**src/rtl/core/svg_pkg.sv**
```systemverilog
`default_nettype none

package svg_pkg;

   localparam int unsigned LANES = 2;
   localparam int unsigned LANE_ROW = 0;
   localparam int unsigned LANE_COL = 1;

   localparam logic [7:0] MAX_PRECISION = 8'd255;
   localparam logic [7:0] PRECISION_RESET = 8'd48;
   localparam int unsigned COORD_FRAC_BITS = 15;
   localparam int unsigned CORDIC_FRAC_BITS = 30;
   localparam int unsigned PROD_FRAC_BITS = 2 * CORDIC_FRAC_BITS;

   localparam int unsigned INT_BITS = 8;
   localparam int unsigned ANGLE_BITS = 32;
   localparam int unsigned DIV_STEPS = INT_BITS + ANGLE_BITS;
   localparam int unsigned QUO_W = DIV_STEPS;
   localparam int unsigned TEX_FRAC_BITS = 16;
   localparam int unsigned TEX_STEP = INT_BITS + TEX_FRAC_BITS - 1;
   localparam int unsigned ANG_STEP_ROW = INT_BITS + ANGLE_BITS - 2;

   localparam int unsigned CORDIC_STEPS = 30;
   localparam int unsigned XY_W = 33;
   localparam int unsigned PROD_W = 2 * XY_W;
   localparam logic signed [XY_W-1:0] CORDIC_X0 = 33'sd652032874;

   localparam logic [1:0] QUAD_0 = 2'd0;
   localparam logic [1:0] QUAD_1 = 2'd1;
   localparam logic [1:0] QUAD_2 = 2'd2;

   typedef struct packed {
      logic [5:0][15:0] tri_idx;
      logic             cell_valid;
      logic [16:0]      tex_u;
      logic [16:0]      tex_v;
   } meta_type;

   typedef struct packed {
      logic [7:0]       num;
      logic [7:0]       rem;
      logic [QUO_W-1:0] quo;
      logic             rnd_tex;
      logic             rnd_ang;
   } div_lane_type;

   typedef struct packed {
      meta_type                      meta;
      logic [7:0]                    p;
      logic [7:0]                    h;
      div_lane_type [LANES-1:0]      lane;
   } div_type;

   typedef struct packed {
      logic signed [XY_W-1:0] x;
      logic signed [XY_W-1:0] y;
      logic signed [31:0]     z;
      logic [1:0]             quad;
   } cordic_lane_type;

   typedef struct packed {
      meta_type                    meta;
      cordic_lane_type [LANES-1:0] lane;
   } cordic_type;

   function automatic logic signed [31:0] turn_atan(input int unsigned k);
      logic signed [31:0] a;
      case (k)
         0:  a = 32'sd536870912;
         1:  a = 32'sd316933406;
         2:  a = 32'sd167458907;
         3:  a = 32'sd85004756;
         4:  a = 32'sd42667331;
         5:  a = 32'sd21354465;
         6:  a = 32'sd10679838;
         7:  a = 32'sd5340245;
         8:  a = 32'sd2670163;
         9:  a = 32'sd1335087;
         10: a = 32'sd667544;
         11: a = 32'sd333772;
         12: a = 32'sd166886;
         13: a = 32'sd83443;
         14: a = 32'sd41722;
         15: a = 32'sd20861;
         16: a = 32'sd10430;
         17: a = 32'sd5215;
         18: a = 32'sd2608;
         19: a = 32'sd1304;
         20: a = 32'sd652;
         21: a = 32'sd326;
         22: a = 32'sd163;
         23: a = 32'sd81;
         24: a = 32'sd41;
         25: a = 32'sd20;
         26: a = 32'sd10;
         27: a = 32'sd5;
         28: a = 32'sd3;
         29: a = 32'sd1;
         default: a = 32'sd0;
      endcase
      return a;
   endfunction

endpackage

`default_nettype wire

```
**src/rtl/core/svg_cordic_cell.sv**
```systemverilog
`default_nettype none

module svg_cordic_cell #(
   parameter int unsigned STEP = 0
) (
   input  wire logic            clock,
   input  wire logic            reset,
   input  wire logic            in_valid,
   input  wire svg_pkg::cordic_type in_data,
   output logic                 adv_out,
   input  wire logic            adv_in,
   output logic                 out_valid,
   output svg_pkg::cordic_type  out_data
);
   import svg_pkg::*;

   logic       valid_ff;
   cordic_type data_ff;
   cordic_type data_in;
   logic signed [XY_W-1:0] xv;
   logic signed [XY_W-1:0] yv;
   logic signed [XY_W-1:0] dx;
   logic signed [XY_W-1:0] dy;
   logic signed [31:0]     zv;

   always_comb begin
      data_in = in_data;
      xv = '0;
      yv = '0;
      dx = '0;
      dy = '0;
      zv = '0;
      for (int l = 0; l < LANES; l++) begin
         xv = in_data.lane[l].x;
         yv = in_data.lane[l].y;
         zv = in_data.lane[l].z;
         dx = yv >>> STEP;
         dy = xv >>> STEP;
         if (!zv[31]) begin
            data_in.lane[l].x = xv - dx;
            data_in.lane[l].y = yv + dy;
            data_in.lane[l].z = zv - turn_atan(STEP);
         end else begin
            data_in.lane[l].x = xv + dx;
            data_in.lane[l].y = yv - dy;
            data_in.lane[l].z = zv + turn_atan(STEP);
         end
      end
   end

   assign adv_out = !valid_ff || adv_in;
   assign out_valid = valid_ff;
   assign out_data = data_ff;

   always_ff @(posedge clock) begin
      if (reset) begin
         valid_ff <= 1'b0;
      end else if (adv_out) begin
         valid_ff <= in_valid;
      end
      if (adv_out) begin
         data_ff <= data_in;
      end
   end

endmodule

`default_nettype wire

```
**config.mk**
```make
export PLATFORM = sky130hd
export DESIGN_NAME = svg_cordic_cell
export DESIGN_NICKNAME = d
export VERILOG_FILES = /design/src/rtl/core/svg_pkg.sv /design/src/rtl/core/svg_cordic_cell.sv
export SDC_FILE = /design/constraint.sdc
export NUM_CORES = 1
export LEC_CHECK = 0
export ABC_AREA = 1
export BUFFER_PORTS_ARGS = -buffer_cell sky130_fd_sc_hd__buf_2
export CELL_PAD_IN_SITES_DETAIL_PLACEMENT = 0
export CELL_PAD_IN_SITES_GLOBAL_PLACEMENT = 1
export CORE_AREA = 2 2 293 295
export CTS_BUF_LIST = sky130_fd_sc_hd__clkbuf_4
export DETAILED_ROUTE_END_ITERATION = 12
export DIE_AREA = 0 0 295 297
export HOLD_SLACK_MARGIN = 0.02
export PLACE_DENSITY_LB_ADDON = 0.3
export SETUP_SLACK_MARGIN = 0.2
export SKIP_LAST_GASP = 1
export SLEW_MARGIN = 20
export SYNTH_ARGS = -nofsm -noshare
export SYNTH_HDL_FRONTEND = slang
export SYNTH_SLANG_ARGS = --single-unit
export TNS_END_PERCENT = 5
```
**constraint.sdc**
```tcl
create_clock -name clock -period 10.8 [get_ports clock]
set_clock_uncertainty 0.15 [all_clocks]
set_input_delay 0.54 -clock clock [delete_from_list [all_inputs] [get_ports clock]]
set_output_delay 0.54 -clock clock [all_outputs]
set_load 0.02 [all_outputs]
```
==> run_results.csv, run 1 <==
group,metric,value,unit
outcome,run_status,"complete, no violations",
route,detail_route.iter0.violations,1730,
setup_path,timing.critical_path.cells,"nand2_4, buf_12, buf_2",
synth,synth_top_flop_cell,"edfxtp_1",
timing,setup_viol,0,
cts,clock_path_buffers,3,
route,post-route-drc-count,0,
setup_path,cp-start-kind,"register",
pwr,power.switching_fraction,38.3,%
synth,count_of_state_elements_after_synthesis,330,
finish,final_cell_mix,"nand2_1, buf_2, inv_1",
cts,cts.clk_slew.worst_paths,0.08,ns
synth,ys.warnings.count,0,
pwr,power_density,130,nW/µm²
setup_path,critical-path-top-delay-family,"buffers and inverters",
floorplan,initial_core_util,29.7,%
pwr,p_seq_share,38.3,%
pwr,switching_power,1640,µW
floorplan,floorplan.die_area,87600,µm²
finish,finalCoreUtilization,38.9,%
pwr,vdd_drop_max,0.0966,mV
global_route,grt_max_degree,132,
worst_hold_path,hold_path.startpoint,"in_data[133]",
finish,layout-area-overhead-vs-synth,30.7,%
pwr,comb_power_share,33.4,%
timing,grt_setup_unrepaired,"no",
route,dr_total_vias,25600,
route,ant_nets,0,
setup_path,critPathCaptureType,"output pin",
timing,tightestPinTransition,1.04,ns
setup_path,crit_start,"out_valid",
placed_design,port-buffer-count,667,
global_route,first_global_vias,25700,
timing,fin_setup_tns,0,ns
timing,hold_viol_final,0,
floorplan,die-width,295,µm
route,detail_routed_net_length_per_standard_cell,19.9,µm
floorplan,std_cell_rows,107,
flow_run,max-cap-violations,0,
timing,rel_slew_slack,30.8,%
setup_path,critical-path-max-stage-delay,0.75,ns
timing,timing.final.crit_share,35.4,%
synth,syn_nets,3997,
global_route,grt_pass1_wl,160,mm
cts,cts.sink_count,330,
setup_path,reg2reg_start,"out_valid",
setup_path,worstPathRequired,10.11,ns
pwr,leakage,0.0172,µW
worst_hold_path,worst_hold_path_type,"input pin to register",
cts,cts_made_buffers,94,
synth,synth.yosys.seq_area_share,39.4,%
synth,async_reset_ff_share,0,%
finish,leading_cell_type_in_the_layout_fill_and_taps_excluded,"nand2_1",
finish,finish.net_count,4899,
setup_path,timing_worst_setup_path_type,"register to output pin",
placed_design,place.detailed.hpwl,91.5,mm
setup_path,worst_path_max_delay_cell,"nand2_4",
floorplan,design.portCount,668,
timing,slew_violations,0,
floorplan,floorplan.core_area,84500,µm²
setup_path,crit_buf_inv,2,
timing,fmax,262,MHz
route,wire_length_reported_by_the_detailed_router,111,mm
route,drt_pass1_iterations,6,
route,routed_via_density,4.60,
timing,layout_min_cycle_time,3.82,ns
setup_path,setup.reg_to_reg.worst_slack,8.10,ns
global_route,overflow_left_after_global_routing,0,
synth,synthesis.area_per_instance,7.25,µm²
cts,tritoncts,"yes",
pwr,power_report.internal_total,2640,µW
synth,synth_edf_count,329,
cts,ctsResizeCount,0,
finish,post-route-cell-area,32800,µm²
placed_design,cell_area_after_placement,29500,µm²
finish,finalNonFillerCells,5576,
placed_design,gpl.final_weighted_congestion,0.947,
global_route,antenna_found_initial,24,
finish,post_route_cells_drive_above_1_share,19.8,%
cts,worst_skew_pair.late_latency,0.90,ns
synth,post_synthesis_cells,3462,
setup_path,worst-endpoint-arrival,3.13,ns
floorplan,die_height,297,µm
cts,cts_max_level,3,
global_route,grt.total_usage,24.8,%
synth,ys_types,39,
pwr,p_clk_share,28.3,%
cts,clockRootBuffer,"clkbuf_4",
synth,netlist_area,25100,µm²
placed_design,placedCellCount,5194,
setup_path,critPathMaxFanout,131,
## state kept, by name (all words and copies together), names as in the netlist
| register | cells |
|---|---|
| out_data | 329 |
| out_valid | 1 |
## per-layer routing
metal  track usage, %  routed length (µm)  vias up
met5                0                  46        -
met4             9.43                3780        8
met3             4.80                7620      167
met2             41.5               52300      882
met1             31.4               47200    11800
li1                 -                   -    12800
## area by class of cell
type	count	area, µm²
fill	8980	51700
multi-input combinational	2411	12300
sequential	330	9900
timing repair buffer	893	5590
inverter	634	2380
tap	1144	1430
clock buffer	124	931
clock inverter	32	231
antenna	8	20.0
## power groups by stage
stage,combinational [µW],sequential (µW),clock (µW)
2_1_floorplan,642,1860,0
3_3_place_gp,1360,1660,0
3_5_place_dp,1350,1660,0
4_1_cts,1430,1640,1260
5_1_grt,1560,1650,1310
6_report,1430,1640,1210
## per-stage QoR
| stage | hold slack [ns] | power, µW | setup WS, ns |
|---|---|---|---|
| 3_3_place_gp | 0.567 | 3020 | 7.60 |
| 2_1_floorplan | 0.459 | 2500 | 2.18 |
| 6_report | 0.101 | 4280 | 6.98 |
| 3_5_place_dp | 0.568 | 3020 | 7.62 |
| 4_1_cts | 0.0223 | 4330 | 6.92 |
| 5_1_grt | 0.0732 | 4530 | 6.82 |
## final timing paths
path / to / cells past startpoint
worst min register to register: out_data[293] / 1
worst min-delay path: out_data[138] / 3
worst max register to register: out_data[189] / 2
worst max-delay path: adv_out / 3
## worst register-to-register path: stages, from the launching register on
cell and delay [ns]:
dfxtp_1 0.37, nand2_4 0.75, buf_4 0.93
## logic make-up after synthesis
family | after synthesis | share of synthesized area [%]
AND/OR/NAND/NOR | 1827 | 29.9
buffers and inverters | 721 | 11.5
adder cells (fa/ha/maj) | 200 | 10.2
multiplexers | 1 | 0.0399
XOR/XNOR | 49 | 1.71
AO/OA/AOI/OAI | 334 | 7.27
flip-flops | 330 | 39.4
## what timing repair did
action	in CTS	in global routing
hold buffers	218	0
buffers inserted	0	0
hold endpoints to repair	210	0
## synth_stat cells, types with 8 or more instances
cell	count	area, µm²
nor2_1	296	1110
o22ai_1	11	68.8
nand2_2	14	87.6
nor2_2	15	93.8
nand2_1	1151	4320
buf_4	23	173
ha_1	192	2400
clkbuf_1	20	75.1
inv_2	8	30.0
and2_1	16	100
o21bai_1	31	233
o21ai_0	119	596
fa_1	8	160
edfxtp_1	329	9880
inv_1	625	2350
buf_2	38	190
nand4_1	26	163
nor3_1	11	55.1
nand3_1	280	1400
a21oi_1	133	666
o211ai_1	8	60.1
xor2_1	48	420
o21ai_1	15	75.1
No activity file was read; power rests on OpenSTA's default activity.
==> run 2, diff against run 1 <==
==> constraint.sdc (replaced) <==
create_clock -name clock -period 3.6 [get_ports clock]
set_clock_uncertainty 0.15 [all_clocks]
set_input_delay 0.18 -clock clock [delete_from_list [all_inputs] [get_ports clock]]
set_output_delay 0.18 -clock clock [all_outputs]
set_load 0.02 [all_outputs]
==> run 2 against run 1 <==
Count of clock-buffer cells in the layout up 13; cell count up 9.0%; die area unchanged; largest power group unchanged; worst hold slack better by 0.012 ns; sequential cell count unchanged.
==> run_results.csv, run 2 (synthesis gave the netlist of run 1 again) <==
group,metric,value,unit
outcome,run_status,"complete, no violations",
placed_design,place.detailed.hpwl,93.8,mm
global_route,overflow_left_after_global_routing,0,
timing,layout_min_cycle_time,3.49,ns
timing,fmax,287,MHz
finish,final_cell_mix,"nand2_1, dlygate4sd3_1, buf_2",
placed_design,cell_area_after_placement,29600,µm²
setup_path,critPathMaxFanout,11,
floorplan,floorplan.die_area,87600,µm²
finish,flip_flop_count_of_the_largest_register_after_layout,329,
timing,setup_slack,0.112,ns
finish,finalNonFillerCells,6077,
timing,grt_setup_unrepaired,"yes",
timing,slew_violations,0,
floorplan,std_cell_rows,107,
pwr,leakage,0.0192,µW
finish,layout-area-overhead-vs-synth,50.1,%
flow_run,max-cap-violations,0,
placed_design,dpl_worst_slack,0.750,ns
pwr,power_density,364,nW/µm²
timing,final.hold.worst_slack,0.114,ns
floorplan,design.portCount,668,
global_route,first_global_vias,28300,
cts,cts_made_buffers,98,
global_route,grt.total_usage,26.7,%
pwr,vdd_drop_max,0.265,mV
route,post-route-drc-count,0,
timing,setup_viol,0,
global_route,antenna_found_initial,30,
placed_design,port-buffer-count,667,
timing,timing.final.crit_share,96.9,%
route,wire_length_reported_by_the_detailed_router,120,mm
setup_path,critPathCaptureType,"register",
route,drt_pass1_iterations,6,
finish,post-route-cell-area,37700,µm²
setup_path,worstPathRequired,4.23,ns
floorplan,die-width,295,µm
cts,worst_skew_pair.late_latency,0.91,ns
placed_design,gpl.final_weighted_congestion,0.958,
route,detail_route.iter0.violations,2077,
timing,tightestPinTransition,0.812,ns
cts,cts.sink_count,330,
finish,leading_cell_type_in_the_layout_fill_and_taps_excluded,"nand2_1",
worst_hold_path,worst_hold_path_type,"input pin to register",
cts,clock_path_buffers,3,
setup_path,worst-endpoint-arrival,4.12,ns
route,ant_nets,0,
finish,finish.net_count,5370,
floorplan,die_height,297,µm
finish,post_route_cells_drive_above_1_share,18.5,%
timing,fin_setup_tns,0,ns
timing,rel_slew_slack,45.8,%
cts,cts_max_level,3,
setup_path,cp-start-kind,"input pin",
setup_path,timing_worst_setup_path_type,"input pin to register",
global_route,grt_max_degree,91,
timing,hold_viol_final,0,
route,detail_routed_net_length_per_standard_cell,19.7,µm
cts,tritoncts,"yes",
cts,clockRootBuffer,"clkbuf_4",
route,routed_via_density,4.63,
placed_design,placedCellCount,5204,
cts,cts.clk_slew.worst_paths,0.06,ns
route,dr_total_vias,28200,
floorplan,floorplan.core_area,84500,µm²
floorplan,initial_core_util,29.7,%
global_route,grt_pass1_wl,174,mm
==> run 2: cell type report <==
cell class	instances	area, µm²
Antenna cell	18	45.0
Timing Repair Buffer	1360	10300
Multi-Input combinational cell	2411	12400
Tap cell	1144	1430
Clock inverter	43	258
Fill cell	8699	46800
Inverter	634	2380
Clock buffer	137	1030
Sequential cell	330	9900
==> run 2: what timing repair did <==
action	in CTS	in global routing
buffers inserted	0	1
endpoints found under the setup margin	0	19
resized for setup	0	9
hold buffers	676	0
endpoints found under the hold margin	385	0
==> run 2: critical path: stages <==
cell	delay [ns]
dlygate4sd3_1	0.53
buf_2	0.14
inv_1	0.05
ha_1	0.46
a21oi_1	0.29
dlygate4sd3_1	0.59
o21ai_0	0.14
nand2_1	0.10
nand2_1	0.05
a21oi_1	0.17
nand2_1	0.08
nand2_1	0.06
dlygate4sd3_1	0.55
nand3_1	0.08
dlygate4sd3_1	0.58
nand2_1	0.07
==> run 2: power breakdown <==
part	leakage (µW)	internal (µW)	switching, µW	total (µW)
clock network	0.000757	1870	2000	3870
registers	0.00343	4760	222	4980
logic	0.0151	1830	3040	4870
total	0.0192	8460	5260	13700
==> run 2: path summary, 6_finish.rpt <==
path	start	to	slack, ns	cells past startpoint
max	in_data[58]	out_data[96]	0.11	16
min	in_data[54]	out_data[59]	0.11	8
max reg2reg	out_valid	out_data[254]	1.51	2
min reg2reg	out_valid	out_data[128]	1.00	1
==> run 2: through the flow <==
stage          total power (µW)  util [%]
2_1_floorplan              7460         -
3_3_place_gp               9110      35.0
3_5_place_dp               9090      35.0
4_1_cts                   13800      44.5
5_1_grt                   14500      44.6
6_report                  13700      44.6
==> run 2: routing by layer <==
metal / global-route usage, % / routed length, µm
met1: 33.1 / 49300
met2: 45.8 / 57400
met3: 5.36 / 9090
met4: 9.52 / 3910
met5: 0 / 81
==> run 3, diff against run 2 <==
--- a/config.mk
+++ b/config.mk
@@ -7,6 +7,7 @@
 export LEC_CHECK = 0
 export ABC_AREA = 1
 export BUFFER_PORTS_ARGS = -buffer_cell sky130_fd_sc_hd__buf_2
+export CAP_MARGIN = 15
 export CELL_PAD_IN_SITES_DETAIL_PLACEMENT = 0
 export CELL_PAD_IN_SITES_GLOBAL_PLACEMENT = 1
 export CORE_AREA = 2 2 293 295
@@ -21,4 +22,3 @@
 export SYNTH_ARGS = -nofsm -noshare
 export SYNTH_HDL_FRONTEND = slang
 export SYNTH_SLANG_ARGS = --single-unit
-export TNS_END_PERCENT = 5
==> constraint.sdc (replaced) <==
create_clock -name clock -period 3.3 [get_ports clock]
set_clock_uncertainty 0.15 [all_clocks]
set_input_delay 0.165 -clock clock [delete_from_list [all_inputs] [get_ports clock]]
set_output_delay 0.165 -clock clock [all_outputs]
set_load 0.02 [all_outputs]
==> run 3 against run 2 <==
Die area did not move; non-clock buffer count fell by 34; register-to-register slack got worse by 0.22 ns; worst setup slack improved by 0.13 ns; via count fell by 0.77%; wire length fell by 1.1%; total power rose by 7.5%; first-iteration DRC count fell by 19%; cell area fell by 0.44%; cell count fell by 0.58%; count of clock-buffer cells in the layout fell by 4; critical path depth fell by 4; critical path type unchanged; critical endpoint is now out_data[146]; highest routed layer unchanged.
==> run_results.csv, run 3 (synthesis gave the netlist of run 1 again) <==
group,metric,value,unit
outcome,run_status,"complete, no violations",
placed_design,place.detailed.hpwl,92.7,mm
route,routed_via_density,4.62,
timing,setup_viol,0,
setup_path,timing_worst_setup_path_type,"input pin to register",
cts,cts.clk_slew.worst_paths,0.07,ns
global_route,grt_pass1_wl,170,mm
route,met3RoutedLength,9.48,mm
floorplan,floorplan.die_area,87600,µm²
timing,timing.final.crit_share,92.8,%
cts,clockRootBuffer,"clkbuf_4",
floorplan,floorplan.core_area,84500,µm²
finish,register_area,9900,µm²
route,met2_wirelength,56.0,mm
route,detail_routed_net_length_per_standard_cell,19.6,µm
route,wire_length_reported_by_the_detailed_router,118,mm
route,post-route-drc-count,0,
flow_run,max-cap-violations,0,
setup_path,worst_path_max_delay_cell,"dlygate4sd3_1",
global_route,grt.total_usage,26.3,%
cts,clock_path_buffers,3,
cts,cts_max_level,3,
cts,cts_made_buffers,96,
setup_path,cpMostUsedCell,"dlygate4sd3_1",
timing,layout_min_cycle_time,3.06,ns
timing,fmax,327,MHz
floorplan,die-width,295,µm
route,drt_pass1_iterations,5,
finish,post-route-cell-area,37500,µm²
finish,finish.net_count,5334,
global_route,grt_max_degree,75,
placed_design,placedCellCount,5216,
timing,final.hold.worst_slack,0.00477,ns
finish,post_route_cells_drive_above_1_share,20.1,%
placed_design,dpl_worst_slack,0.433,ns
route,dr_total_vias,27900,
finish,final_cell_mix,"nand2_1, buf_2, dlygate4sd3_1",
setup_path,timing.critical_path.cells,"dlygate4sd3_1, buf_2, dlygate4sd3_1, ha_4, fa_2, o21ai_1, nand2_1, nand3_2, xor2_1, dlygate4sd3_1, nand2_1, o21ai_0",
global_route,antenna_found_initial,33,
placed_design,gpl.final_weighted_congestion,0.964,
setup_path,critical-path-top-delay-family,"buffers and inverters",
finish,layout-area-overhead-vs-synth,49.5,%
route,detail_route.iter0.violations,1684,
timing,hold_viol_final,0,
floorplan,design.portCount,668,
route,highest-signal-layer,"met5",
finish,num-fill-cells,8621,
timing,grt_setup_unrepaired,"yes",
cts,tritoncts,"yes",
floorplan,std_cell_rows,107,
setup_path,crit_buf_inv,4,
route,route.layer.met1.wl,47.7,mm
setup_path,critPathMaxFanout,5,
pwr,leakage,0.0191,µW
global_route,first_global_vias,28100,
finish,leading_cell_type_in_the_layout_fill_and_taps_excluded,"nand2_1",
setup_path,critPathCaptureType,"register",
pwr,power_density,393,nW/µm²
cts,cts.sink_count,330,
placed_design,port-buffer-count,667,
timing,slew_violations,0,
timing,fin_setup_tns,0,ns
global_route,overflow_left_after_global_routing,0,
route,ant_nets,0,
worst_hold_path,worst_hold_path_type,"input pin to register",
placed_design,cell_area_after_placement,29700,µm²
setup_path,worst-endpoint-arrival,3.61,ns
finish,flip_flop_count_of_the_largest_register_after_layout,329,
timing,setup_slack,0.238,ns
timing,rel_slew_slack,47.7,%
floorplan,initial_core_util,29.7,%
setup_path,critical-path-max-stage-delay,0.59,ns
finish,combined_area_of_the_multi_input_logic_cells,12600,µm²
setup_path,worstPathRequired,3.85,ns
cts,worst_skew_pair.late_latency,0.91,ns
setup_path,cp-start-kind,"input pin",
timing,tightestPinTransition,0.783,ns
floorplan,die_height,297,µm
finish,finalNonFillerCells,6042,
pwr,vdd_drop_max,0.239,mV
[run 3: layout make-up]
cell class | instances | area share, %
Clock inverter | 44 | 0.574
Antenna cell | 20 | 0.133
Timing Repair Buffer | 1326 | 26.4
Clock buffer | 133 | 2.66
Multi-Input combinational cell | 2411 | 33.7
Sequential cell | 330 | 26.4
Tap cell | 1144 | 3.81
Inverter | 634 | 6.34
[run 3: metal layers]
layer  GRT usage (%)  up-vias
met1            31.2    13000
li1                -    13700
met2            44.7     1051
met4            12.0       10
met3            6.12      243
met5               0        -
[run 3: through the flow]
step,utilization (%),total power (µW)
3_5_place_dp,35.1,9920
4_1_cts,44.0,14700
6_report,44.4,14700
5_1_grt,44.4,15600
2_1_floorplan,-,8130
3_3_place_gp,35.1,9940
[run 3: worst paths after layout]
check,end,start,cells past startpoint,slack (ns)
setup / recovery,out_data[146],in_data[167],12,0.24
hold / removal,out_data[156],in_data[156],7,0.005
hold reg to reg,out_data[323],out_valid,1,0.97
setup reg to reg,out_data[244],out_valid,2,1.29
[run 3: worst register-to-register path, stage by stage (launching register included)]
cell,delay [ns]
dfxtp_1,0.38
nand2_8,0.47
buf_4,0.58
[run 3: repair_timing]
item,CTS,global route
hold endpoints to repair,388,2
resized for setup,0,85
setup buffers,0,1
setup endpoints to repair,0,18
hold buffers,628,1
[run 3: power by group]
part | switching, µW | total [µW] | internal, µW
clock | 2090 | 3990 | 1900
combinational | 3350 | 5350 | 2000
sequential | 218 | 5410 | 5190
total | 5660 | 14700 | 9090
