### src/rtl/core/svg_pkg.sv
`default_nettype none

package svg_pkg;

   localparam int unsigned LANES = 2;
   localparam int unsigned LANE_ROW = 0;
   localparam int unsigned LANE_COL = 1;

   localparam logic [7:0] MAX_PRECISION = 8'd255;
   localparam logic [7:0] PRECISION_RESET = 8'd48;
   localparam int unsigned COORD_FRAC_BITS = 15;
   localparam int unsigned CORDIC_FRAC_BITS = 30;
   localparam int unsigned PROD_FRAC_BITS = 2 * CORDIC_FRAC_BITS;

   localparam int unsigned INT_BITS = 8;
   localparam int unsigned ANGLE_BITS = 32;
   localparam int unsigned DIV_STEPS = INT_BITS + ANGLE_BITS;
   localparam int unsigned QUO_W = DIV_STEPS;
   localparam int unsigned TEX_FRAC_BITS = 16;
   localparam int unsigned TEX_STEP = INT_BITS + TEX_FRAC_BITS - 1;
   localparam int unsigned ANG_STEP_ROW = INT_BITS + ANGLE_BITS - 2;

   localparam int unsigned CORDIC_STEPS = 30;
   localparam int unsigned XY_W = 33;
   localparam int unsigned PROD_W = 2 * XY_W;
   localparam logic signed [XY_W-1:0] CORDIC_X0 = 33'sd652032874;

   localparam logic [1:0] QUAD_0 = 2'd0;
   localparam logic [1:0] QUAD_1 = 2'd1;
   localparam logic [1:0] QUAD_2 = 2'd2;

   typedef struct packed {
      logic [5:0][15:0] tri_idx;
      logic             cell_valid;
      logic [16:0]      tex_u;
      logic [16:0]      tex_v;
   } meta_type;

   typedef struct packed {
      logic [7:0]       num;
      logic [7:0]       rem;
      logic [QUO_W-1:0] quo;
      logic             rnd_tex;
      logic             rnd_ang;
   } div_lane_type;

   typedef struct packed {
      meta_type                      meta;
      logic [7:0]                    p;
      logic [7:0]                    h;
      div_lane_type [LANES-1:0]      lane;
   } div_type;

   typedef struct packed {
      logic signed [XY_W-1:0] x;
      logic signed [XY_W-1:0] y;
      logic signed [31:0]     z;
      logic [1:0]             quad;
   } cordic_lane_type;

   typedef struct packed {
      meta_type                    meta;
      cordic_lane_type [LANES-1:0] lane;
   } cordic_type;

   function automatic logic signed [31:0] turn_atan(input int unsigned k);
      logic signed [31:0] a;
      case (k)
         0:  a = 32'sd536870912;
         1:  a = 32'sd316933406;
         2:  a = 32'sd167458907;
         3:  a = 32'sd85004756;
         4:  a = 32'sd42667331;
         5:  a = 32'sd21354465;
         6:  a = 32'sd10679838;
         7:  a = 32'sd5340245;
         8:  a = 32'sd2670163;
         9:  a = 32'sd1335087;
         10: a = 32'sd667544;
         11: a = 32'sd333772;
         12: a = 32'sd166886;
         13: a = 32'sd83443;
         14: a = 32'sd41722;
         15: a = 32'sd20861;
         16: a = 32'sd10430;
         17: a = 32'sd5215;
         18: a = 32'sd2608;
         19: a = 32'sd1304;
         20: a = 32'sd652;
         21: a = 32'sd326;
         22: a = 32'sd163;
         23: a = 32'sd81;
         24: a = 32'sd41;
         25: a = 32'sd20;
         26: a = 32'sd10;
         27: a = 32'sd5;
         28: a = 32'sd3;
         29: a = 32'sd1;
         default: a = 32'sd0;
      endcase
      return a;
   endfunction

endpackage

`default_nettype wire

### src/rtl/core/svg_div_cell.sv
`default_nettype none

module svg_div_cell #(
   parameter int unsigned STEP = 0
) (
   input  wire logic            clock,
   input  wire logic            reset,
   input  wire logic            in_valid,
   input  wire svg_pkg::div_type in_data,
   output logic                 adv_out,
   input  wire logic            adv_in,
   output logic                 out_valid,
   output svg_pkg::div_type     out_data
);
   import svg_pkg::*;

   logic    valid_ff;
   div_type data_ff;
   div_type data_in;
   logic [8:0] wide;
   logic [8:0] diff;
   logic [8:0] chk;
   logic [7:0] rem_n;
   logic       ge;

   always_comb begin
      data_in = in_data;
      wide = '0;
      diff = '0;
      chk = '0;
      rem_n = '0;
      ge = 1'b0;
      for (int l = 0; l < LANES; l++) begin
         wide = {in_data.lane[l].rem, in_data.lane[l].num[7]};
         ge = wide >= {1'b0, in_data.p};
         diff = wide - {1'b0, in_data.p};
         rem_n = ge ? diff[7:0] : wide[7:0];
         chk = {1'b0, rem_n} + {1'b0, in_data.h};
         data_in.lane[l].num = {in_data.lane[l].num[6:0], 1'b0};
         data_in.lane[l].rem = rem_n;
         data_in.lane[l].quo = {in_data.lane[l].quo[QUO_W-2:0], ge};
         if (STEP == TEX_STEP) begin
            data_in.lane[l].rnd_tex = chk >= {1'b0, in_data.p};
         end
         if (int'(STEP) == int'(ANG_STEP_ROW) + l) begin
            data_in.lane[l].rnd_ang = chk >= {1'b0, in_data.p};
         end
      end
   end

   assign adv_out = !valid_ff || adv_in;
   assign out_valid = valid_ff;
   assign out_data = data_ff;

   always_ff @(posedge clock) begin
      if (reset) begin
         valid_ff <= 1'b0;
      end else if (adv_out) begin
         valid_ff <= in_valid;
      end
      if (adv_out) begin
         data_ff <= data_in;
      end
   end

endmodule

`default_nettype wire

### config.mk
export PLATFORM = sky130hd
export DESIGN_NAME = svg_div_cell
export DESIGN_NICKNAME = d
export VERILOG_FILES = /design/src/rtl/core/svg_pkg.sv /design/src/rtl/core/svg_div_cell.sv
export SDC_FILE = /design/constraint.sdc
export NUM_CORES = 1
export LEC_CHECK = 0
export ABC_AREA = 1
export BUFFER_PORTS_ARGS = -buffer_cell sky130_fd_sc_hd__buf_2
export CAP_MARGIN = 40
export CORE_AREA = 2 2 208 210
export DETAILED_ROUTE_END_ITERATION = 10
export DIE_AREA = 0 0 210 212
export GPL_ROUTABILITY_DRIVEN = 0
export GPL_TIMING_DRIVEN = 1
export HOLD_SLACK_MARGIN = 0.05
export SLEW_MARGIN = 15
export SYNTH_ARGS = -nofsm -noshare
export SYNTH_HDL_FRONTEND = slang
export SYNTH_SLANG_ARGS = --single-unit
### constraint.sdc
create_clock -name clock -period 7.5 [get_ports clock]
set_input_delay 1.125 -clock clock [delete_from_list [all_inputs] [get_ports clock]]
set_output_delay 1.125 -clock clock [all_outputs]
set_load 0.01 [all_outputs]
==> qor.log, run 1 <==
INFO  setup_path     cell_with_the_biggest_individual_delay_on_the_critical_path=nand2_8
INFO  timing         final-hold-violation-count=0
INFO  detailed_routing drt_iter0_drc=296
INFO  run_status     outcome=finished clean
INFO  synth          synth_top_area_cell=edfxtp_1
INFO  detailed_routing drc_violation_count_after_routing=0
INFO  synth          synth_common_cells=edfxtp_1 (261), nand2_1 (83), inv_1 (39), nand3_1 (29), ha_1 (16)
INFO  power          power_density=271nW/um2
INFO  timing         setup-violations-final=0
INFO  synth          netlist-cell-type-count=28
INFO  global_routing wire_length_of_the_first_global_routing_pass=40800um
INFO  clock_network  cts.clk_slew.worst_paths=0.07ns
INFO  global_routing pin_count_of_the_biggest_net_entering_global_routing=177
INFO  final_layout   fin_util=0.315
INFO  setup_path     worst_r2r_endpoint=out_data[224]
INFO  floorplanning  design.portCount=532
INFO  hold_path      timing.hold.worst.start=in_data[261]
INFO  floorplanning  die-height=212um
INFO  clock_network  post_cts.resized_instances=0
INFO  synth          yosys_most_used_dff=edfxtp_1
INFO  job            maxCapViolations=0
INFO  floorplanning  area_of_the_core_region=42500um2
INFO  clock_network  buffers_inserted_during_post_cts_setup_optimization=0
INFO  synth          ys_seq_area_frac=0.865
INFO  timing         grt_setup_unrepaired=false
INFO  power          total_leakage_power=6.05nW
INFO  synth          most_frequently_used_cell_type_in_the_post_synthesis_netlist=edfxtp_1
INFO  synth          synth_top_area_share=0.862
INFO  setup_path     path_cells=buf_2, inv_1, nand2_8, buf_2
INFO  setup_path     crit_path_max_fanout=88
INFO  synth          synth-async-reset-ratio=0
INFO  power          peakVddDrop=0.175mV
INFO  synth          simple_gate_portion_of_the_synthesized_area=0.0741
INFO  detailed_routing route.antenna.remaining_nets=0
INFO  setup_path     path_buf_inv=3
INFO  setup_path     critical_path_class=in -> out
INFO  setup_path     critPathRequiredTime=6.38ns
INFO  final_layout   fillerInstances=4234
INFO  clock_network  cts-root-buf=clkbuf_16
INFO  synth          synth_area_in_compound_gates=0.00757
INFO  global_routing globalRoute.totalOverflow=0
INFO  final_layout   final_layout_size_suffix_gt1_frac=0.557
INFO  timing         setup_tns=0ns
INFO  clock_network  tritoncts.num_buffers=29
INFO  timing         slew_viol_final=0
INFO  setup_path     slowest_delay=0.38ns
INFO  clock_network  clock_tree.buffer_depth=3
INFO  setup_path     largest_delay_contributor_family_on_the_critical_path=buffers and inverters
INFO  setup_path     timing.critical_path.mode_cell=buf_2
INFO  synth          synth.avg_cell_area=18.9um2
INFO  synth          post_synth_main_area_contributors=edfxtp_1 (86%), nand2_1 (3.4%), ha_1 (2.2%)
INFO  setup_path     worstSetupStartpoint=adv_in
INFO  clock_network  clock_tree_from_tritoncts=built
INFO  timing         worst_pin_slew=1.09ns
INFO  synth          synth_mux_area_frac=0
INFO  detailed_routing avgRoutedWirePerCell=19.0um
INFO  detailed_routing detail_route.wirelength=30500um
INFO  timing         finalWorstPathRequiredPeriod=3.23ns
INFO  detailed_routing drt-vias-per-instance=3.89
INFO  floorplanning  start_util=0.214
INFO  timing         period_share=0.431
INFO  detailed_routing dr.pass1.iters=4
INFO  placed_design  post-dp-hpwl=23700um
INFO  final_layout   areaGrowthSynthToFinish=47.5%
INFO  floorplanning  floorplan.die.width=210um
INFO  synth          synth-xor-area-share=0.00578
INFO  floorplanning  core.rowCount=76
INFO  clock_network  tritoncts_num_sinks=262
INFO  global_routing grtUsageTotal=0.127
INFO  synth          synth-seq-cells=262
INFO  placed_design  number_of_buffers_inserted_by_port_buffering=527
INFO  clock_network  htree_levels=1
INFO  synth          synth_warnings=0
INFO  clock_network  clk-insertion-delay-late=0.57ns
INFO  setup_path     worst_r2r_path_depth=2
INFO  hold_path      min_delay_worst_endpoint=out_data[261]
INFO  clock_network  cts_hold_buf=0
INFO  setup_path     critical_path_arrival=2.11ns
INFO  setup_path     kind_of_start_point_of_the_critical_path=input pin
INFO  timing         max_slew_margin=0.272
INFO  synth          summed_instance_area_of_the_synthesized_netlist=9090um2
INFO  setup_path     reg2reg_from=out_valid
INFO  global_routing grt_antenna_before_repair=15
INFO  final_layout   nets=1322
INFO  detailed_routing vias=6268
INFO  synth          post_synth_inst_count=481
INFO  floorplanning  die_area=44500um2
INFO  setup_path     end_kind=primary output
INFO  final_layout   post-route-cell-area=13400um2
INFO  setup_path     regToRegSetupSlack=5.26ns
INFO  timing         clock_skew=0.00673ns
INFO  hold_path      hold_path_depth=1
INFO  power          p_total=3.63mW
INFO  placed_design  dpl_cell_area=12400um2
INFO  global_routing first_global_vias=6180
INFO  synth          synth_fa_ha_area_frac=0.0264
INFO  hold_path      min-delay-path-class=in -> reg
INFO  synth          synth_edf_count=261
INFO  synth          synth_top_family_by_area=simple AND/OR/NAND/NOR gates
INFO  timing         achievable-frequency=0.310GHz
final cells by class:
class | instances | area [um2] | share of cell area
Sequential cell | 262 | 7860 | 0.586
Timing Repair Buffer | 528 | 2660 | 0.198
Multi-Input combinational cell | 175 | 1060 | 0.0790
Clock buffer | 35 | 748 | 0.0558
Tap cell | 546 | 683 | 0.0510
Clock inverter | 18 | 233 | 0.0174
Inverter | 41 | 154 | 0.0115
Antenna cell | 5 | 12.5 | 0.000933
cells in the final DEF, fill, tap and decap left out, drive strengths merged:
master / Yosys / routed
nand3b: 1 / 1
nor2: 11 / 11
edfxtp: 261 / 261
inv: 41 / 43
diode: 0 / 5
conb: 1 / 2
clkinv: 0 / 10
fa: 2 / 2
clkbuf: 0 / 35
nand2: 92 / 92
xor2: 4 / 4
a21oi: 10 / 10
nand3: 29 / 29
buf: 4 / 528
ha: 16 / 16
xnor2: 2 / 2
bufinv: 0 / 5
dfxtp: 1 / 1
nand4: 4 / 4
clkinvlp: 0 / 1
nor3: 2 / 2
sequential cells by signal, summed over array words and instances (netlist names):
register / flops
out_data: 261
out_valid: 1
per-stage QoR:
step / hold slack, ns / cells / setup WS (ns)
6_report: 0.727 / 1610 / 4.27
2_1_floorplan: 1.19 / 482 / 2.09
4_1_cts: 0.677 / 1605 / 4.25
3_3_place_gp: 1.06 / 1552 / 4.27
5_1_grt: 0.688 / 1607 / 4.18
3_5_place_dp: 1.08 / 1552 / 4.25
cells by family (layout without fill, tap and decap cells):
kind of cell	after synthesis	count (layout)
DFF	262	262
and+or+nand+nor	139	139
buffers and inverters	45	622
adders and majority gates	18	18
AOI/OAI and AO/OA	10	10
xor gates and xnor gates	6	6
other	1	7
report_power, final:
group          total (mW)  leakage (nW)  internal, mW  switching (mW)
Combinational       0.386          2.86         0.154           0.232
Sequential           1.77          2.71          1.74          0.0299
Clock                1.48         0.475         0.885           0.596
Total                3.63          6.05          2.78           0.858
worst max path at each step:
stage,end,depth (start not counted),slack [ns]
after floorplan,adv_out,2,2.09
after global placement,adv_out,4,4.27
after detailed placement,adv_out,4,4.25
after CTS,adv_out,4,4.25
after global routing,adv_out,4,4.18
final,adv_out,4,4.27
metal layers:
layer,track usage,vias up,routed length (um),part of all wire
met3,0.0489,62,2720,0.089
met4,0.0462,16,919,0.030
met1,0.144,3002,11300,0.37
met5,0,-,118,0.0039
li1,-,2888,-,-
met2,0.218,300,15400,0.51
worst reg2reg max path, delay by kind of cell (launching register included):
family	cells	cell delay, ns
buf+inv	1	0.67
flops	1	0.36
simple gates	1	0.51
Power figures use the tool's default switching activity.
==> inputs of run 2 (changes only) <==
==> constraint.sdc (replaced) <==
create_clock -name clock -period 2.7 [get_ports clock]
set_input_delay 0.405 -clock clock [delete_from_list [all_inputs] [get_ports clock]]
set_output_delay 0.405 -clock clock [all_outputs]
set_load 0.01 [all_outputs]
==> run 2 against run 1 <==
Against the previous run:
- hold slack worse by 0.61 ns
- largest power group unchanged
- utilization is 5.8 points higher
- die area stayed put
- non-clock buffer count is 246 higher
- total power grew to 2.8 times the previous value
==> qor.log, run 2 (synthesis results as in run 1) <==
INFO  floorplanning  design.portCount=532
INFO  final_layout   final_layout_size_suffix_gt1_frac=0.455
INFO  placed_design  post-dp-hpwl=23700um
INFO  power          power_switching_share=0.239
INFO  floorplanning  die_area=44500um2
INFO  timing         slew_viol_final=0
INFO  global_routing wire_length_of_the_first_global_routing_pass=45700um
INFO  setup_path     critPathRequiredTime=2.99ns
INFO  run_status     outcome=finished clean
INFO  detailed_routing vias=7253
INFO  floorplanning  die-height=212um
INFO  setup_path     critical_path_arrival=2.37ns
INFO  clock_network  tritoncts_num_sinks=262
INFO  power          clockPowerShare=0.384
INFO  global_routing globalRoute.totalOverflow=0
INFO  final_layout   sequential_cell_area=7860um2
INFO  power          p_total=10.2mW
INFO  floorplanning  core.rowCount=76
INFO  clock_network  tritoncts.num_buffers=30
INFO  timing         setup-violations-final=0
INFO  placed_design  number_of_buffers_inserted_by_port_buffering=527
INFO  clock_network  clock_tree_from_tritoncts=built
INFO  power          p_int=7.78mW
INFO  timing         setup_ws=0.623ns
INFO  detailed_routing drt-vias-per-instance=3.91
INFO  timing         period_share=0.769
INFO  setup_path     critical_path_class=in -> reg
INFO  detailed_routing drt_iter0_drc=374
INFO  global_routing grtUsageTotal=0.138
INFO  floorplanning  floorplan.die.width=210um
INFO  hold_path      min-delay-path-class=in -> reg
INFO  timing         setup_tns=0ns
INFO  placed_design  pre_cts_ws=0.609ns
INFO  global_routing grt_antenna_before_repair=7
INFO  job            maxCapViolations=0
INFO  final_layout   areaGrowthSynthToFinish=74.5%
INFO  final_layout   number_of_flip_flops_in_the_largest_register=261
INFO  detailed_routing dr.pass1.iters=4
INFO  clock_network  clock_tree.buffer_depth=3
INFO  floorplanning  area_of_the_core_region=42500um2
INFO  timing         grt_setup_unrepaired=false
INFO  setup_path     crit_path_max_fanout=9
INFO  detailed_routing detail_route.wirelength=32900um
INFO  floorplanning  start_util=0.214
INFO  clock_network  cts-root-buf=clkbuf_16
INFO  power          total_leakage_power=7.07nW
INFO  timing         final.hold.worst_slack=0.113ns
INFO  clock_network  cts.clk_slew.worst_paths=0.06ns
INFO  power          power_density=645nW/um2
INFO  clock_network  htree_levels=1
INFO  final_layout   mostFrequentLayoutCell=buf_2
INFO  detailed_routing route.antenna.remaining_nets=0
INFO  timing         clock_skew=0.0304ns
INFO  power          relative_contribution_of_combinational_cells_to_total_power=0.135
INFO  clock_network  cts_hold_buf=243
INFO  global_routing first_global_vias=7549
INFO  final_layout   multi_input_logic_area=1060um2
INFO  final_layout   layout.cells.most_common_list=buf_2 (527), edfxtp_1 (261), dlygate4sd3_1 (243), nand2_1 (82), inv_1 (39)
INFO  detailed_routing drc_violation_count_after_routing=0
INFO  clock_network  post_cts.resized_instances=0
INFO  setup_path     kind_of_start_point_of_the_critical_path=input pin
INFO  detailed_routing avgRoutedWirePerCell=17.7um
INFO  timing         achievable-frequency=0.481GHz
INFO  timing         final-hold-violation-count=0
INFO  power          peakVddDrop=0.562mV
INFO  global_routing pin_count_of_the_biggest_net_entering_global_routing=75
INFO  power          seq_power_share=0.480
INFO  clock_network  clk-insertion-delay-late=0.57ns
INFO  clock_network  buffers_inserted_during_post_cts_setup_optimization=0
INFO  timing         finalWorstPathRequiredPeriod=2.08ns
INFO  final_layout   nets=1569
INFO  setup_path     end_kind=register
INFO  power          p_sw=2.45mW
INFO  final_layout   fillerInstances=4043
run 2: changes by cell type in the layout (fill, tap and decap cells not counted), moves of 2 or more:
cell / previous run / this run
clkinv_4: 1 / 3
dlygate4sd3_1: 0 / 243
bufinv_16: 5 / 2
clkbuf_16: 29 / 31
diode_2: 5 / 3
clkinvlp_4: 1 / 3
buf_12: 1 / 4
clkinv_2: 3 / 1
run 2: critical path, cell delays in order:
cell	delay, ns
dlygate4sd3_1	0.53
buf_2	0.13
inv_1	0.14
ha_1	0.31
nand2_1	0.08
nand2_1	0.07
nand2_1	0.06
nand2_1	0.08
a21oi_4	0.29
nand2_4	0.14
nand2_1	0.08
nand2_1	0.05
run 2: cell type report:
class                   count  area share
repair buffers            774       0.325
inverters                  41     0.00970
well taps                 546      0.0431
diodes                      3    0.000473
clock buffers              37      0.0503
multi-input cells         175      0.0667
clock inverters            16     0.00947
flip-flops and latches    262       0.495
run 2: per-stage QoR:
step | instances | instance area, um2 | util
6_report | 1854 | 15900 | 0.373
4_1_cts | 1851 | 15900 | 0.373
3_3_place_gp | 1555 | 12500 | 0.293
5_1_grt | 1853 | 15900 | 0.373
2_1_floorplan | 482 | 9100 | -
3_5_place_dp | 1555 | 12500 | 0.293
run 2: worst paths after layout:
check,startpoint,to,slack (ns),depth (start not counted)
max,in_data[130],out_data[101],0.62,12
min,in_valid,out_valid,0.11,3
max reg2reg,out_valid,out_data[33],1.32,2
min reg2reg,out_valid,out_data[36],0.71,1
run 2: routing by layer:
layer  part of all wire  track usage  vias to the layer above
li1                   -            -                     3375
met2               0.50        0.236                      333
met3              0.083       0.0428                       70
met1               0.37        0.155                     3467
met4              0.050       0.0702                        8
met5             0.0016            0                        -
run 2: power by group through the flow:
stage	logic (mW)	clock network [mW]	registers, mW
2_1_floorplan	0.278	0	5.18
3_3_place_gp	1.09	0	4.99
3_5_place_dp	1.10	0	4.99
4_1_cts	1.40	4.07	4.91
5_1_grt	1.49	4.22	4.94
6_report	1.39	3.93	4.92
==> inputs of run 3 (changes only) <==
==> constraint.sdc (replaced) <==
create_clock -name clock -period 1.9 [get_ports clock]
set_input_delay 0.285 -clock clock [delete_from_list [all_inputs] [get_ports clock]]
set_output_delay 0.285 -clock clock [all_outputs]
set_load 0.01 [all_outputs]
==> run 3 against run 2 <==
Against the previous run:
- setup slack worse by 0.55 ns
- combinational power is 48% higher
- utilization is 1.1 points higher
- register-to-register slack worse by 1.0 ns
- first-iteration DRC count is 29% higher
- critical path type unchanged
- critical endpoint is now out_data[103]
- highest routed layer unchanged
==> qor.log, run 3 (synthesis results as in run 1) <==
INFO  run_status     outcome=finished clean
INFO  setup_path     kind_of_start_point_of_the_critical_path=input pin
INFO  final_layout   fin_util=0.384
INFO  floorplanning  die_area=44500um2
INFO  setup_path     regToRegSetupSlack=0.31ns
INFO  floorplanning  core.rowCount=76
INFO  global_routing pin_count_of_the_biggest_net_entering_global_routing=35
INFO  floorplanning  area_of_the_core_region=42500um2
INFO  setup_path     end_kind=register
INFO  clock_network  cts.clk_slew.worst_paths=0.06ns
INFO  final_layout   fillerInstances=3918
INFO  final_layout   nets=1606
INFO  setup_path     critPathRequiredTime=2.21ns
INFO  setup_path     worst_r2r_path_depth=3
INFO  power          p_sw=3.64mW
INFO  power          p_int=11.7mW
INFO  timing         setup-violations-final=0
INFO  floorplanning  start_util=0.214
INFO  final_layout   layout.cells.most_common_list=buf_2 (527), edfxtp_1 (261), dlygate4sd3_1 (253), nand2_1 (82), inv_1 (38)
INFO  detailed_routing detail_route.wirelength=34300um
INFO  hold_path      timing.hold.worst.start=in_data[101]
INFO  floorplanning  design.portCount=532
INFO  detailed_routing drc_violation_count_after_routing=0
INFO  global_routing globalRoute.totalOverflow=0
INFO  detailed_routing avgRoutedWirePerCell=18.1um
INFO  clock_network  buffers_inserted_during_post_cts_setup_optimization=0
INFO  power          peakVddDrop=0.769mV
INFO  floorplanning  floorplan.die.width=210um
INFO  setup_path     worst_r2r_endpoint=out_valid
INFO  power          clockPowerShare=0.409
INFO  setup_path     crit_path_max_fanout=9
INFO  timing         achievable-frequency=0.547GHz
INFO  clock_network  clk-insertion-delay-late=0.56ns
INFO  timing         slew_viol_final=0
INFO  global_routing grtUsageTotal=0.144
INFO  power          power_switching_share=0.237
INFO  placed_design  number_of_buffers_inserted_by_port_buffering=527
INFO  final_layout   multi_input_logic_area=1080um2
INFO  final_layout   final_layout_size_suffix_gt1_frac=0.471
INFO  detailed_routing vias=7460
INFO  detailed_routing drt_iter0_drc=483
INFO  setup_path     reg2reg_from=out_valid
INFO  hold_path      hold_path_depth=3
INFO  final_layout   number_of_flip_flops_in_the_largest_register=261
INFO  clock_network  clock_tree.buffer_depth=3
INFO  setup_path     cell_with_the_biggest_individual_delay_on_the_critical_path=dlygate4sd3_1
INFO  detailed_routing dr.pass1.iters=5
INFO  placed_design  post-dp-hpwl=23800um
INFO  power          seq_power_share=0.456
INFO  job            maxCapViolations=0
INFO  clock_network  clock_tree_from_tritoncts=built
INFO  final_layout   mostFrequentLayoutCell=buf_2
INFO  global_routing wire_length_of_the_first_global_routing_pass=47700um
INFO  setup_path     path_cells=dlygate4sd3_1, buf_2, inv_1, ha_1, nand2_1, inv_2, a21oi_2, nand2_2, nand2_4, nand2_4, nand2_1, nand2_1
INFO  power          total_leakage_power=7.32nW
INFO  detailed_routing drt-vias-per-instance=3.94
INFO  timing         clock_skew=0.00786ns
INFO  timing         finalWorstPathRequiredPeriod=1.83ns
INFO  power          p_total=15.3mW
INFO  power          power_density=938nW/um2
INFO  timing         grt_setup_unrepaired=true
INFO  detailed_routing route.antenna.remaining_nets=0
INFO  hold_path      min_delay_worst_endpoint=out_data[102]
INFO  clock_network  tritoncts_num_sinks=262
INFO  clock_network  htree_levels=1
INFO  global_routing grt_antenna_before_repair=4
INFO  setup_path     largest_delay_contributor_family_on_the_critical_path=buffers and inverters
INFO  clock_network  tritoncts.num_buffers=30
INFO  setup_path     timing.critical_path.mode_cell=nand2_1
INFO  floorplanning  die-height=212um
INFO  setup_path     slowest_delay=0.53ns
INFO  final_layout   areaGrowthSynthToFinish=79.6%
INFO  timing         period_share=0.963
INFO  timing         final-hold-violation-count=0
INFO  global_routing first_global_vias=7873
INFO  setup_path     critical_path_class=in -> reg
INFO  power          relative_contribution_of_combinational_cells_to_total_power=0.135
INFO  setup_path     path_buf_inv=4
INFO  final_layout   sequential_cell_area=7860um2
INFO  clock_network  cts-root-buf=clkbuf_16
INFO  setup_path     critical_path_arrival=2.13ns
INFO  hold_path      min-delay-path-class=in -> reg
## run 3: cell types whose count changed in the layout (fill, tap and decap cells not counted), moves of 2 or more
cell	delta
buf_4	+25
bufinv_16	+4
clkbuf_1	-4
clkinv_2	+4
dlygate4sd3_1	+10
ha_1	-2
## run 3: timing repair
| action | CTS | global route |
|---|---|---|
| hold buffers | 253 | 0 |
| gates cloned | 1 | 0 |
| hold endpoints to repair | 252 | 0 |
| pin swaps | 1 | 0 |
| endpoints found under the setup margin | 1 | 16 |
| resized for setup | 1 | 3 |
## run 3: worst max path at each step
stage / startpoint / slack [ns] / end / cells after the start
floorplan: out_valid / 0.04 / out_data[0] / 1
global placement: in_data[127] / 0.06 / out_data[44] / 11
detailed placement: in_data[127] / 0.04 / out_data[49] / 11
CTS: out_valid / 0.009 / adv_out / 2
global route: in_data[127] / -0.03 / out_data[103] / 12
finish: in_data[127] / 0.07 / out_data[103] / 12
## run 3: per-layer routing
| metal | vias up | routed length [um] | global-route usage |
|---|---|---|---|
| li1 | 3452 | - | - |
| met1 | 3611 | 13000 | 0.161 |
| met2 | 314 | 17400 | 0.258 |
| met3 | 79 | 2410 | 0.0378 |
| met4 | 4 | 1480 | 0.0633 |
| met5 | - | 27 | 0 |
## run 3: tightest hold or removal path, delay by kind of cell
family | cells | cell delay [ns]
AND/OR/NAND/NOR | 2 | 0.15
buffers and inverters | 1 | 0.10
## run 3: final cells by class
type                            count  share of cell area
Clock inverter                     23              0.0178
Multi-Input combinational cell    176              0.0665
Clock buffer                       33              0.0480
Inverter                           41             0.00943
Timing Repair Buffer              810               0.334
Tap cell                          546              0.0419
Sequential cell                   262               0.482
Antenna cell                        2            0.000307
## run 3: per-stage QoR
step / hold slack (ns) / cells / cell area, um2 / TNS [ns] / worst slack (ns)
global placement: 0.443 / 1581 / 12700 / 0 / 0.0633
floorplan: 0.354 / 482 / 9110 / 0 / 0.0350
global route: 0.0773 / 1892 / 16300 / -0.161 / -0.0329
detailed placement: 0.444 / 1581 / 12700 / 0 / 0.0389
finish: 0.0904 / 1893 / 16300 / 0 / 0.0708
CTS: 0.0527 / 1891 / 16300 / 0 / 0.00914
## run 3: power by group through the flow
stage | clock, mW | sequential [mW] | combinational (mW)
2_1_floorplan | 0 | 7.35 | 0.396
3_3_place_gp | 0 | 7.09 | 1.61
3_5_place_dp | 0 | 7.10 | 1.63
4_1_cts | 6.44 | 6.98 | 2.06
5_1_grt | 6.66 | 7.03 | 2.22
6_report | 6.26 | 6.99 | 2.06
